File: config.mk
export PLATFORM = sky130hd
export DESIGN_NAME = smlt_front
export DESIGN_NICKNAME = d
export VERILOG_FILES = /design/src/rtl/core/smlt_pkg.sv /design/src/rtl/core/smlt_front.sv
export SDC_FILE = /design/constraint.sdc
export NUM_CORES = 1
export LEC_CHECK = 0
export BUFFER_PORTS_ARGS = -buffer_cell sky130_fd_sc_hd__buf_4
export CAP_MARGIN = 5
export CORE_ASPECT_RATIO = 0.7
export CORE_MARGIN = 2
export CORE_UTILIZATION = 50
export CTS_BUF_LIST = sky130_fd_sc_hd__clkbuf_4 sky130_fd_sc_hd__clkbuf_8
export DETAILED_ROUTE_END_ITERATION = 8
export PLACE_DENSITY = 0.65
export REMOVE_ABC_BUFFERS = 1
export SETUP_SLACK_MARGIN = 0.2
export SKIP_CTS_REPAIR_TIMING = 1
export SLEW_MARGIN = 5
export SYNTH_ARGS = -nofsm -noshare
export SYNTH_HDL_FRONTEND = slang
export SYNTH_SLANG_ARGS = --single-unit
File: constraint.sdc
create_clock -name aclk -period 29.9 [get_ports aclk]
set_clock_uncertainty 0.15 [all_clocks]
set_input_delay 5.98 -clock aclk [delete_from_list [all_inputs] [get_ports aclk]]
set_output_delay 5.98 -clock aclk [all_outputs]
set_load 0.05 [all_outputs]
File: src/rtl/core/smlt_pkg.sv
// Shared types and constants for the station MAC learning table.
// No dependencies; used by every module in rtl/core.
`default_nettype none
package smlt_pkg;
    localparam logic [2:0] ST_NEW       = 3'd0;
    localparam logic [2:0] ST_REFRESHED = 3'd1;
    localparam logic [2:0] ST_FOUND     = 3'd2;
    localparam logic [2:0] ST_REMOVED   = 3'd3;
    localparam logic [2:0] ST_NOT_FOUND = 3'd4;
    localparam logic [2:0] ST_REJECTED  = 3'd5;
    localparam logic [2:0] ST_FULL      = 3'd6;

    localparam logic [1:0] CMD_LEARN  = 2'd0;
    localparam logic [1:0] CMD_REMOVE = 2'd1;
    localparam logic [1:0] CMD_LOOKUP = 2'd2;

    // One classified request passed from the front to the back.
    typedef struct packed {
        logic [1:0]  command;
        logic [47:0] mac;
        logic [31:0] now;
        logic        rejected;
        logic [31:0] hash;
    } req_t;

    function automatic logic [31:0] rotl(input logic [31:0] v, input int s);
        rotl = (v << s) | (v >> (32 - s));
    endfunction
endpackage
`default_nettype wire

File: src/rtl/core/smlt_front.sv
// Front end: accepts words, rejects bad addresses and computes the bucket hash.
// Depends on smlt_pkg.
`default_nettype none
module smlt_front (
    input  wire logic           aclk,
    input  wire logic           aresetn,
    input  wire logic [31:0]    salt,
    input  wire logic           in_valid,
    output logic                in_ready,
    input  wire logic [1:0]     in_command,
    input  wire logic [47:0]    in_mac,
    input  wire logic [31:0]    in_time,
    output logic                q_valid,
    input  wire logic           q_ready,
    output smlt_pkg::req_t      q_data
);
    // Two-stage hash: first half of the mix, then the second half.
    logic           s1_valid_reg, s1_valid_next;
    smlt_pkg::req_t s1_req_reg;
    logic [31:0]    s1_a_reg, s1_b_reg, s1_c_reg;
    logic           s2_valid_reg, s2_valid_next;
    smlt_pkg::req_t s2_req_reg;
    logic [31:0]    key, iv, a0, b0, c0, a1, b1, c1, c2, a2, b2, c3;
    logic           adv2, adv1;

    assign key = {in_mac[7:0], in_mac[15:8], in_mac[23:16], in_mac[31:24]};

    // First half of the jhash final mix.
    always_comb begin
        iv = salt + 32'hdeadbeef + 32'd4;
        a0 = key + iv;
        b0 = iv;
        c0 = (iv ^ b0) - smlt_pkg::rotl(b0, 14);
        a1 = (a0 ^ c0) - smlt_pkg::rotl(c0, 11);
        b1 = (b0 ^ a1) - smlt_pkg::rotl(a1, 25);
    end

    // Second half of the mix.
    always_comb begin
        c1 = (s1_c_reg ^ s1_b_reg) - smlt_pkg::rotl(s1_b_reg, 16);
        a2 = (s1_a_reg ^ c1) - smlt_pkg::rotl(c1, 4);
        b2 = (s1_b_reg ^ a2) - smlt_pkg::rotl(a2, 14);
        c2 = (c1 ^ b2) - smlt_pkg::rotl(b2, 24);
        c3 = c2;
    end

    assign adv2 = !s2_valid_reg || q_ready;
    assign adv1 = !s1_valid_reg || adv2;
    assign in_ready = adv1;
    assign q_valid = s2_valid_reg;
    assign q_data = s2_req_reg;

    always_comb begin
        s1_valid_next = adv1 ? in_valid : s1_valid_reg;
        s2_valid_next = adv2 ? s1_valid_reg : s2_valid_reg;
    end

    // Valid bits.
    always_ff @(posedge aclk) begin
        if (!aresetn) begin
            s1_valid_reg <= 1'b0;
            s2_valid_reg <= 1'b0;
        end else begin
            s1_valid_reg <= s1_valid_next;
            s2_valid_reg <= s2_valid_next;
        end
    end

    // Payload stages.
    always_ff @(posedge aclk) begin
        if (adv1 && in_valid) begin
            s1_req_reg.command  <= in_command;
            s1_req_reg.mac      <= in_mac;
            s1_req_reg.now      <= in_time;
            s1_req_reg.rejected <= (in_mac == 48'd0) || in_mac[40] || in_mac[41];
            s1_req_reg.hash     <= 32'd0;
            s1_a_reg <= a1;
            s1_b_reg <= b1;
            s1_c_reg <= c0;
        end
        if (adv2 && s1_valid_reg) begin
            s2_req_reg <= {s1_req_reg.command, s1_req_reg.mac, s1_req_reg.now,
                           s1_req_reg.rejected, c3};
        end
    end
endmodule
`default_nettype wire

==> results.cfg <==
[run_status]
status = complete, no violations

[timing]
rsz0062_at_grt = false
fin_crit_sh_pct = 57.9
slew_violations = 0
worstMarginPinSlew_ps = 1400
period_minus_slack_ps = 17300
holdWs_ps = 263
final_hold_viol_count = 0
max_slew_margin_pct = 6.29
setup_tns_ps = 0
fmax_ghz = 0.0578
setup-violations-final = 0

[final_layout]
largest_reg_flops = 115
layout-drive-gt1-share_pct = 14.8
num-nets-final = 2859
fillers = 3872
syn_to_final_growth_pct = 15.8

[drt]
drcViolationCount = 0
drtIter0Drc = 2229
ant_nets = 0
via_count = 18450
vias_per_cell = 5.84
post_drt_wl_per_cell_um = 24.7
routed_wl_um = 78100
first_pass_iters = 6

[die]
die_y_um = 182
core_sq_um = 44900
ios = 235
die_w_um = 258
row_count = 65
start_util_pct = 50.5
die-area_sq_um = 47100

[clocking]
cts_tree = yes
clock-root-buffer = clkbuf_8
cts_buffer_depth = 3
h-tree-depth = 2
cts_made_buffers = 48
clk_pin_slew_ps = 60
worstSkewPairLatency_ps = 650
clock-sinks = 296

[yosys]
synth_cell_types = 87
synth_top_family_by_area = XOR/XNOR gates
synth_warnings = 0
synthArstFlopShare_pct = 0
synth_seq_area_share_pct = 39.1
synthMuxAreaShare_pct = 0.221
synth_fa_ha_area_share_pct = 12.8
synth_area_sq_um = 22700
synth_compound_area_share_pct = 15.2
avgSynthCellArea_sq_um = 10.2
synth_edf_count = 294
yosys.area_share.simple_pct = 11.4
synthXorXnorAreaFrac_pct = 17.6
synth_ff_type = edfxtp_1
ys_seq_elements = 296
postSynthCellCount = 2226

[place]
dp_hpwl_um = 64100
portBuffers = 234
gp_routability_congestion = 0.978

[setup_path]
r2r_cells = 67
cp.buffers_inverters = 4
critPathCaptureType = flop
critPathArrivalTime_ps = 17510
crit_family = compound AO/OA/AOI/OAI gates
cp_slowest_stage_delay_ps = 560
cp_num_cells = 51
crit_path_frequent_cell = o21ai_0
slowest_stage = o31ai_1
r2r_slack_ps = 13060
cp-start-kind = input port
cp_max_fo = 6
crit_type = in2reg
required_ps = 30110

[grt]
grt_util_all_layers_pct = 33.1
antenna_found_initial = 2
grt_pass1_vias = 17362
gr-total-overflow = 0
grt_pass1_wl_um = 114000
grt_max_degree = 87

[worst_hold_path]
min_path_cells = 0
min_path_type = reg2reg

[job]
maxCapViolations = 0
per-layer routing:
metal | vias up | global-route usage (%) | part of all wire [%]
met5 | - | 0 | 0
met3 | 77 | 9.14 | 11
met4 | 0 | 6.17 | 1.4
li1 | 8553 | - | -
met2 | 868 | 43.3 | 38
met1 | 8952 | 53.3 | 50
cell usage after synthesis (9+ instances only):
cell type / number / share of area [%]
edfxtp_1: 294 / 39
xnor2_1: 265 / 10
ha_1: 219 / 12
inv_1: 218 / 3.6
xor2_1: 162 / 6.3
a21oi_1: 139 / 3.1
nand2_1: 132 / 2.2
nor2_1: 131 / 2.2
o21ai_0: 96 / 2.1
a21o_1: 93 / 3.1
nor3_1: 43 / 0.95
nor2b_1: 38 / 1.0
nand3_1: 34 / 0.75
nand2b_1: 29 / 0.80
a21boi_0: 24 / 0.80
nand4_1: 21 / 0.58
o21a_1: 21 / 0.70
nor4_1: 20 / 0.55
and3_1: 16 / 0.44
or3_1: 15 / 0.41
o21bai_1: 14 / 0.46
and2_1: 11 / 0.30
o31ai_1: 11 / 0.36
a31oi_1: 9 / 0.25
nand3b_1: 9 / 0.30
or2_2: 9 / 0.25
layout by cell type (no fill, tap or decap), types with 29 or more instances in the layout:
master	n
edfxtp_1	294
xnor2_1	265
buf_4	249
ha_1	219
inv_1	218
xor2_1	162
a21oi_1	139
nand2_1	132
nor2_1	131
o21ai_0	96
a21o_1	93
clkbuf_8	48
nor3_1	43
nor2b_1	37
nand3_1	34
nand2b_1	29
logic make-up (layout without fill, tap and decap cells):
kind of cell             Yosys count  after routing
flip-flops                       296            296
XOR/XNOR                         438            438
adder cells (fa/ha/maj)          227            227
buffers and inverters            228            555
AND/OR/NAND/NOR                  523            523
AO/OA/AOI/OAI                    509            509
other                              0              2
multiplexers                       5              5
area by class of cell:
class | count | area (sq um) | share of cell area (%)
diodes | 2 | 5.00 | 0.0191
clock buffers | 63 | 773 | 2.95
clock inverters | 25 | 196 | 0.749
inverters | 218 | 818 | 3.12
multi-input cells | 1702 | 12900 | 49.4
flip-flops and latches | 296 | 8870 | 33.8
well taps | 603 | 754 | 2.88
repair buffers | 249 | 1870 | 7.13
worst reg2reg max path, delay by kind of cell, from the launching register on:
kind                     cells  cell delay (ps)
AO/OA/AOI/OAI               41             8930
flip-flops                   1              540
XOR/XNOR                     5             2540
adder cells (fa/ha/maj)      5             1740
buffers and inverters        2              270
AND/OR/NAND/NOR             14             2470
final timing paths:
kind / start / endpoint
worst max-delay path: salt[0] / s1_b_reg[31]$_DFFE_PP_
worst max register to register: s1_c_reg[0]$_DFFE_PP_ / q_data[27]$_DFFE_PP_
worst min-delay path: s1_req_reg[92]$_DFFE_PP_ / q_data[92]$_DFFE_PP_
worst min register to register: s1_req_reg[92]$_DFFE_PP_ / q_data[92]$_DFFE_PP_
stage by stage:
step | util [%] | instance area, sq um | instances | worst slack (ps)
detailed placement | 56.3 | 25300 | 3067 | 12520
floorplan | - | 22600 | 2216 | 14900
CTS | 58.4 | 26200 | 3155 | 13080
global placement | 56.3 | 25300 | 3067 | 13130
global route | 58.4 | 26200 | 3157 | 11580
finish | 58.4 | 26200 | 3158 | 12600
Power is left out: the tool's default activity adds up to more than one toggle a clock period on the data nets, which glitch-free logic cannot reach.
