<file path="config.mk">
export PLATFORM = sky130hd
export DESIGN_NAME = smlt_queue
export DESIGN_NICKNAME = d
export VERILOG_FILES = /design/src/rtl/core/smlt_pkg.sv /design/src/rtl/core/smlt_queue.sv
export SDC_FILE = /design/constraint.sdc
export NUM_CORES = 1
export LEC_CHECK = 0
export CAP_MARGIN = 20
export CORE_ASPECT_RATIO = 0.9
export CORE_MARGIN = 5
export CORE_UTILIZATION = 40
export DETAILED_ROUTE_END_ITERATION = 10
export DONT_BUFFER_PORTS = 1
export GPL_TIMING_DRIVEN = 0
export HOLD_SLACK_MARGIN = 0.03
export SYNTH_ARGS = -nofsm -noshare
export SYNTH_HDL_FRONTEND = slang
export SYNTH_SLANG_ARGS = --single-unit
</file>
<file path="constraint.sdc">
create_clock -name aclk -period 7 [get_ports aclk]
set_input_delay 0.7 -clock aclk [delete_from_list [all_inputs] [get_ports aclk]]
set_output_delay 0.7 -clock aclk [all_outputs]
set_load 0.03 [all_outputs]
</file>
<file path="src/rtl/core/smlt_pkg.sv">
// Shared types and constants for the station MAC learning table.
// No dependencies; used by every module in rtl/core.
`default_nettype none
package smlt_pkg;
    localparam logic [2:0] ST_NEW       = 3'd0;
    localparam logic [2:0] ST_REFRESHED = 3'd1;
    localparam logic [2:0] ST_FOUND     = 3'd2;
    localparam logic [2:0] ST_REMOVED   = 3'd3;
    localparam logic [2:0] ST_NOT_FOUND = 3'd4;
    localparam logic [2:0] ST_REJECTED  = 3'd5;
    localparam logic [2:0] ST_FULL      = 3'd6;

    localparam logic [1:0] CMD_LEARN  = 2'd0;
    localparam logic [1:0] CMD_REMOVE = 2'd1;
    localparam logic [1:0] CMD_LOOKUP = 2'd2;

    // One classified request passed from the front to the back.
    typedef struct packed {
        logic [1:0]  command;
        logic [47:0] mac;
        logic [31:0] now;
        logic        rejected;
        logic [31:0] hash;
    } req_t;

    function automatic logic [31:0] rotl(input logic [31:0] v, input int s);
        rotl = (v << s) | (v >> (32 - s));
    endfunction
endpackage
`default_nettype wire

</file>
<file path="src/rtl/core/smlt_queue.sv">
// Short two-entry queue between the front and back ends.
// Depends on smlt_pkg.
`default_nettype none
module smlt_queue (
    input  wire logic           aclk,
    input  wire logic           aresetn,
    input  wire logic           wr_valid,
    output logic                wr_ready,
    input  wire smlt_pkg::req_t wr_data,
    output logic                rd_valid,
    input  wire logic           rd_ready,
    output smlt_pkg::req_t      rd_data
);
    smlt_pkg::req_t mem_reg [2];
    logic       wp_reg, rp_reg;
    logic [1:0] cnt_reg;
    logic       do_wr, do_rd;

    assign wr_ready = cnt_reg != 2'd2;
    assign rd_valid = cnt_reg != 2'd0;
    assign rd_data  = mem_reg[rp_reg];
    assign do_wr = wr_valid && wr_ready;
    assign do_rd = rd_valid && rd_ready;

    // Pointers and fill count.
    always_ff @(posedge aclk) begin
        if (!aresetn) begin
            wp_reg <= 1'b0;
            rp_reg <= 1'b0;
            cnt_reg <= 2'd0;
        end else begin
            if (do_wr) wp_reg <= !wp_reg;
            if (do_rd) rp_reg <= !rp_reg;
            cnt_reg <= cnt_reg + {1'b0, do_wr} - {1'b0, do_rd};
        end
    end

    // Storage.
    always_ff @(posedge aclk) begin
        if (do_wr) mem_reg[wp_reg] <= wr_data;
    end
endmodule
`default_nettype wire

</file>
==> results of run 1 <==
[worst max-delay path, stage by stage, from the launching register on]
cell,delay [ns]
dfxtp_1,0.32
buf_6,0.14
buf_2,0.29
mux2_2,0.49
[layout by cell type, fill, tap and decap left out, types with 2 or more instances in the layout]
cell	count
edfxtp_1	230
buf_16	2
clkinv_1	5
mux2_4	50
buf_2	6
nor2_1	4
dfxtp_1	5
clkinv_2	6
clkbuf_1	4
clkbuf_16	25
buf_6	7
o21ai_0	2
bufinv_16	2
mux2_2	65
[layout make-up]
type | instances | area [sq um] | share of cell area
clock inverter | 15 | 125 | 0.0126
multi-input combinational | 138 | 1640 | 0.165
buffer | 13 | 109 | 0.0109
clock buffer | 29 | 641 | 0.0643
timing repair buffer | 2 | 55.1 | 0.00553
sequential | 235 | 7010 | 0.704
inverter | 2 | 12.5 | 0.00126
tap | 291 | 364 | 0.0366
[through the flow]
step | hold WS, ns | worst slack (ns) | std cells | util
floorplan | 0.472 | 3.00 | 388 | -
global placement | 0.485 | 1.60 | 679 | 0.422
detailed placement | 0.500 | 4.56 | 681 | 0.425
CTS | 0.261 | 4.49 | 725 | 0.460
global route | 0.258 | 4.44 | 725 | 0.460
finish | 0.294 | 4.56 | 725 | 0.460
[cells in the mapped netlist]
cell	n	share of area
nand3_1	1	0.00057
xor2_1	1	0.0010
edfxtp_1	230	0.79
mux2_2	65	0.084
inv_1	2	0.00086
nor2_1	4	0.0017
and3_1	2	0.0014
nor2b_1	1	0.00071
or2_2	1	0.00071
o21ba_2	1	0.0011
a21bo_2	1	0.0011
buf_2	6	0.0034
nor4bb_1	1	0.0011
o21ai_0	2	0.0011
ha_1	1	0.0014
o31a_1	1	0.0010
and2_1	1	0.00071
nor3_2	1	0.0011
nor4_1	1	0.00071
a21oi_1	1	0.00057
buf_6	7	0.0090
dfxtp_1	5	0.011
nand2b_1	1	0.00071
nand3b_1	1	0.00086
mux2_4	50	0.086
[power by group]
| group | leakage [nW] | total, W | switching (W) | internal [W] |
|---|---|---|---|---|
| combinational | 0.763 | 0.000897 | 0.000613 | 0.000284 |
| sequential | 2.19 | 0.00174 | 0.0000337 | 0.00171 |
| clock | 0.377 | 0.00121 | 0.000486 | 0.000725 |
[how the worst max path moves through the flow]
stage	startpoint	cells past startpoint	to
3_5_place_dp	cnt_reg[0]$_SDFF_PN0_	3	mem_reg[1][48]$_DFFE_PP_
3_3_place_gp	cnt_reg[0]$_SDFF_PN0_	2	mem_reg[1][65]$_DFFE_PP_
2_1_floorplan	cnt_reg[0]$_SDFF_PN0_	2	mem_reg[1][0]$_DFFE_PP_
4_1_cts	flip-flop	3	rd_data[58]
5_1_grt	cnt_reg[0]$_SDFF_PN0_	3	mem_reg[1][78]$_DFFE_PP_
6_report	flip-flop	3	rd_data[59]
[metal layers]
metal / global-route usage / up-vias
met5: 0 / -
met1: 0.128 / 1785
li1: - / 1595
met4: 0.0301 / 0
met3: 0.0793 / 29
met2: 0.202 / 185
[kinds of logic after synthesis]
kind of cell | after synthesis | synth area share
DFF | 235 | 0.800
muxes | 115 | 0.169
buffers and inverters | 15 | 0.0133
and+or+nand+nor | 15 | 0.0104
AOI/OAI and AO/OA | 6 | 0.00500
xor gates and xnor gates | 1 | 0.00100
adders and majority gates | 1 | 0.00143
==> impl_metrics.yaml, run 1 <==
critical_path:
  critPathArrivalTime_ns: 1.74
  r2r_slack_ns: 4.62
  timing_worst_setup_path_type: "flip-flop to primary output"
  worstPathRequired_ns: 6.30
  cp-end-kind: "primary output"
  timing.rr.start: "cnt_reg[0]$_SDFF_PN0_"
  cp_max_fo: 10
  reg2reg_depth: 3
  start_kind: "flip-flop"
  r2r_end: "mem_reg[1][69]$_DFFE_PP_"
timing:
  fmax_mhz: 410
  setup_tns_ns: 0
  tightest_slew_ns: 0.773
  slew_headroom: 0.485
  post-route-min-period_ns: 2.44
  post-route-period-util: 0.348
  drv_slew: 0
  setup_viol: 0
  fin_skew_ns: 0.00648
  hold_violations: 0
  rsz0062_at_grt: "false"
clock_tree:
  cts-buffers-inserted: 25
  hold_buffers: 0
  clkSinkCount: 235
  postCtsSetupRepairBufs: 0
  clock_latency_ns: 0.49
  cts_buffer_depth: 3
  post_cts_resized: 0
  cts_max_level: 1
  clk_pin_slew_worst_paths_ns: 0.06
  cts_tree: "done"
  cts_root_buf: "clkbuf_16"
place:
  place_hpwl_mm: 11.1
  post_dp_cell_area_sq_um: 9190
  port_buffers: 0
  globalplace.congestion: 0.672
min_path:
  min_path_type: "input pin to flip-flop"
  hold_path.startpoint: "wr_data[24]"
  hold_end: "mem_reg[1][24]$_DFFE_PP_"
  hold_depth: 0
drt:
  drt_iter0_markers: 150
  drc: 0
  wl_met1_mm: 5.73
  wl_met3_mm: 2.30
  via_count: 3594
  routedWlPerCell_um: 22.1
  wl_mm: 16.0
  via_per_inst: 4.96
  ant_nets: 0
  first_pass_iters: 4
  wl_met2_mm: 7.68
  dr.max_layer_used: "met4"
finish:
  final_area_sq_um: 9960
  synthToLayoutAreaGrowth_pct: 13.6
  diodes: 0
  fin_nets: 537
  layout-drive-gt1-share: 0.394
  fill_cells: 1806
  largest_register_ffs: 230
die:
  initial_utilization: 0.405
  core_area_sq_um: 21600
  dieHeight_um: 150
  io_pins: 236
  fp-row-count: 51
  die_area_sq_um: 25000
  die_x_um: 166
logic_synthesis:
  syn_inst: 388
  avgSynthCellArea_sq_um: 22.6
  synth.ff_latch_count: 235
  synth_warnings: 0
  ys_types: 25
  seq_area_frac_synth: 0.800
  synth.net_count: 508
  netlist_area_sq_um: 8760
global_route:
  grt_overflow_total: 0
  grt_pass1_vias: 3901
  grt.total_usage: 0.121
  antenna_found_initial: 0
  grt_pass1_wl_mm: 23.5
  grt_max_degree: 65
outcome:
  outcome: "completed"
power:
  ir_drop_uv: 245
  power_w: 0.00385
  p_leak_nw: 3.33
  power_density_nw_per_um2: 387
run:
  maxCapViolCount: 0
Power figures use the tool's default switching activity.
==> run 2, diff against run 1 <==
- ABC_AREA: not set -> 1
- clock period: 7 -> 2.3 ns (I/O delays scaled with it)
==> run 2 against run 1 <==
Compared with the run above:
- utilization rose by 6.4 points
- register-to-register slack got worse by 4.3 ns
- flip-flop and latch count did not move
- hold slack got worse by 0.21 ns
- cell area rose by 14%
- clock-buffer cell count fell by 2
- critical path depth did not move
- non-clock buffer count rose by 123
- via count rose by 13%
- area after synthesis fell by 0.36%
- power rose to 3.4 times the previous value
- largest power group unchanged
- die area fell by 0.33%
==> impl_metrics.yaml, run 2 <==
drt:
  drc: 0
  drt_iter0_markers: 230
  via_count: 4047
  via_per_inst: 4.73
  wl_mm: 16.7
  first_pass_iters: 4
  ant_nets: 0
  routedWlPerCell_um: 19.5
logic_synthesis:
  synth-compound-area-share: 0.000573
  synth.ff_latch_count: 235
  seq_area_frac_synth: 0.803
  ys_types: 13
  ys_top_cells_by_area: "edfxtp_1 79%, mux2_4 8.6%, mux2_2 8.4%"
  avgSynthCellArea_sq_um: 22.2
  netlist_area_sq_um: 8730
  yosys.area_share.simple: 0.00917
  synth_fa_ha_area_frac: 0.00143
  synth_edf_count: 230
  async_reset_ff_frac: 0
  synth.most_common_cell: "edfxtp_1"
  synth_top_cells_by_count: "230 x edfxtp_1, 65 x mux2_2, 50 x mux2_4"
  synth_top_flop_cell: "edfxtp_1"
  syn_inst: 394
  synth_warnings: 0
  yosysTopAreaCell: "edfxtp_1"
  synth_top_area_share: 0.791
  synth.net_count: 514
  muxShareOfSynthArea: 0.170
  synth-xor-area-share: 0.00100
  synth_top_family_by_area: "multiplexers"
timing:
  setup_tns_ns: 0
  fin_skew_ns: 0.0136
  hold_violations: 0
  holdWs_ns: 0.0853
  fmax_mhz: 507
  slew_headroom: 0.593
  tightest_slew_ns: 0.608
  drv_slew: 0
  post-route-min-period_ns: 1.97
  post-route-period-util: 0.858
  setup_viol: 0
  rsz0062_at_grt: "false"
clock_tree:
  cts_max_level: 1
  clk_pin_slew_worst_paths_ns: 0.06
  cts-buffers-inserted: 25
  cts_tree: "done"
  post_cts_resized: 0
  cts_root_buf: "clkbuf_16"
  clkSinkCount: 235
  postCtsSetupRepairBufs: 0
  clock_latency_ns: 0.50
  cts_buffer_depth: 3
  hold_buffers: 117
finish:
  synthToLayoutAreaGrowth_pct: 29.5
  fill_cells: 1723
  final_common_cell: "edfxtp_1"
  final_area_sq_um: 11300
  layout_common_cells: "230 x edfxtp_1, 117 x dlygate4sd3_1, 65 x mux2_2"
  instances_no_fill: 855
  fin_nets: 666
  largest_register_ffs: 230
  layout-drive-gt1-share: 0.318
die:
  fp-row-count: 51
  core_area_sq_um: 21600
  initial_utilization: 0.405
  dieHeight_um: 150
  io_pins: 236
  die_area_sq_um: 24900
  die_x_um: 166
critical_path:
  worstPathRequired_ns: 2.07
  cp_max_fo: 10
  start_kind: "flip-flop"
  cp-end-kind: "primary output"
  critPathArrivalTime_ns: 1.74
  timing_worst_setup_path_type: "flip-flop to primary output"
global_route:
  grt_pass1_wl_mm: 25.3
  grt_pass1_vias: 4386
  grt.total_usage: 0.129
  antenna_found_initial: 1
  grt_overflow_total: 0
  grt_max_degree: 34
place:
  place_hpwl_mm: 11.2
  globalplace.congestion: 0.704
  port_buffers: 0
  post_dp_cell_area_sq_um: 9310
  placedCellCount: 693
power:
  ir_drop_uv: 802
  intPower_w: 0.00911
  clkPwrFrac: 0.298
  power_density_nw_per_um2: 1170
  pwr-share-comb: 0.280
  seq_power_share: 0.421
  switchingPower_w: 0.00411
  p_leak_nw: 3.92
  switching_share: 0.311
min_path:
  min_path_type: "input pin to flip-flop"
run:
  maxCapViolCount: 0
outcome:
  outcome: "completed"
## run 2: cell types whose count changed in the layout (fill, tap and decap cells not counted), sizes merged, moves of 2 or more
cell,previous run,this run
dlygate4sd3,0,117
nor2,4,9
bufinv,2,4
nand2,0,11
clkbuf,29,27
buf,15,21
inv,2,7
and3,2,0
o21ai,2,0
## run 2: cell type report
type / instances / area, sq um / share of cell area
sequential: 235 / 7010 / 0.620
timing repair buffer: 125 / 1350 / 0.120
clock inverter: 17 / 191 / 0.0169
antenna: 1 / 2.50 / 0.000221
inverter: 7 / 26.3 / 0.00232
multi-input combinational: 139 / 1620 / 0.143
clock buffer: 27 / 633 / 0.0560
tap: 291 / 364 / 0.0322
buffer: 13 / 109 / 0.00963
## run 2: through the flow
step           total power (W)   util  worst slack, ns
2_1_floorplan          0.00860      -           -0.429
3_3_place_gp           0.00908  0.423            -1.35
3_5_place_dp           0.00924  0.432            0.316
4_1_cts                 0.0134  0.524            0.246
5_1_grt                 0.0138  0.524            0.212
6_report                0.0132  0.524            0.326
## run 2: cells by family (layout without fill, tap and decap cells)
logic type | Yosys count | in the layout
DFF | 235 | 235
muxes | 115 | 115
and+or+nand+nor | 21 | 21
buffers and inverters | 20 | 189
adders and majority gates | 1 | 1
AOI/OAI and AO/OA | 1 | 1
xor gates and xnor gates | 1 | 1
other | 0 | 1
## run 2: metal layers
layer | track usage | part of all wire | vias to the layer above
met3 | 0.0467 | 0.085 | 31
met2 | 0.224 | 0.51 | 192
met1 | 0.153 | 0.38 | 1971
met5 | 0 | 0 | -
li1 | - | - | 1853
met4 | 0.0367 | 0.027 | 0
## run 2: path summary, 6_finish.rpt
path | start | end | slack (ns) | depth (start not counted)
hold / removal | rd_ready | rp_reg$_SDFFE_PN0P_ | 0.09 | 4
setup reg to reg | cnt_reg[0]$_SDFF_PN0_ | mem_reg[1][106]$_DFFE_PP_ | 0.33 | 6
setup / recovery | flip-flop | rd_data[63] | 0.33 | 3
hold reg to reg | rp_reg$_SDFFE_PN0P_ | rp_reg$_SDFFE_PN0P_ | 0.50 | 2
## run 2: power groups by stage
stage | Combinational [W] | Sequential [W] | Clock (W)
finish | 0.00371 | 0.00557 | 0.00394
global route | 0.00389 | 0.00562 | 0.00427
CTS | 0.00378 | 0.00558 | 0.00405
detailed placement | 0.00357 | 0.00566 | 0
global placement | 0.00339 | 0.00569 | 0
floorplan | 0.00295 | 0.00565 | 0
## run 2: worst max-delay path, cell delays in order (launching register included)
cell and delay, ns:
dfxtp_1 0.32, buf_6 0.14, buf_2 0.29, mux2_2 0.48
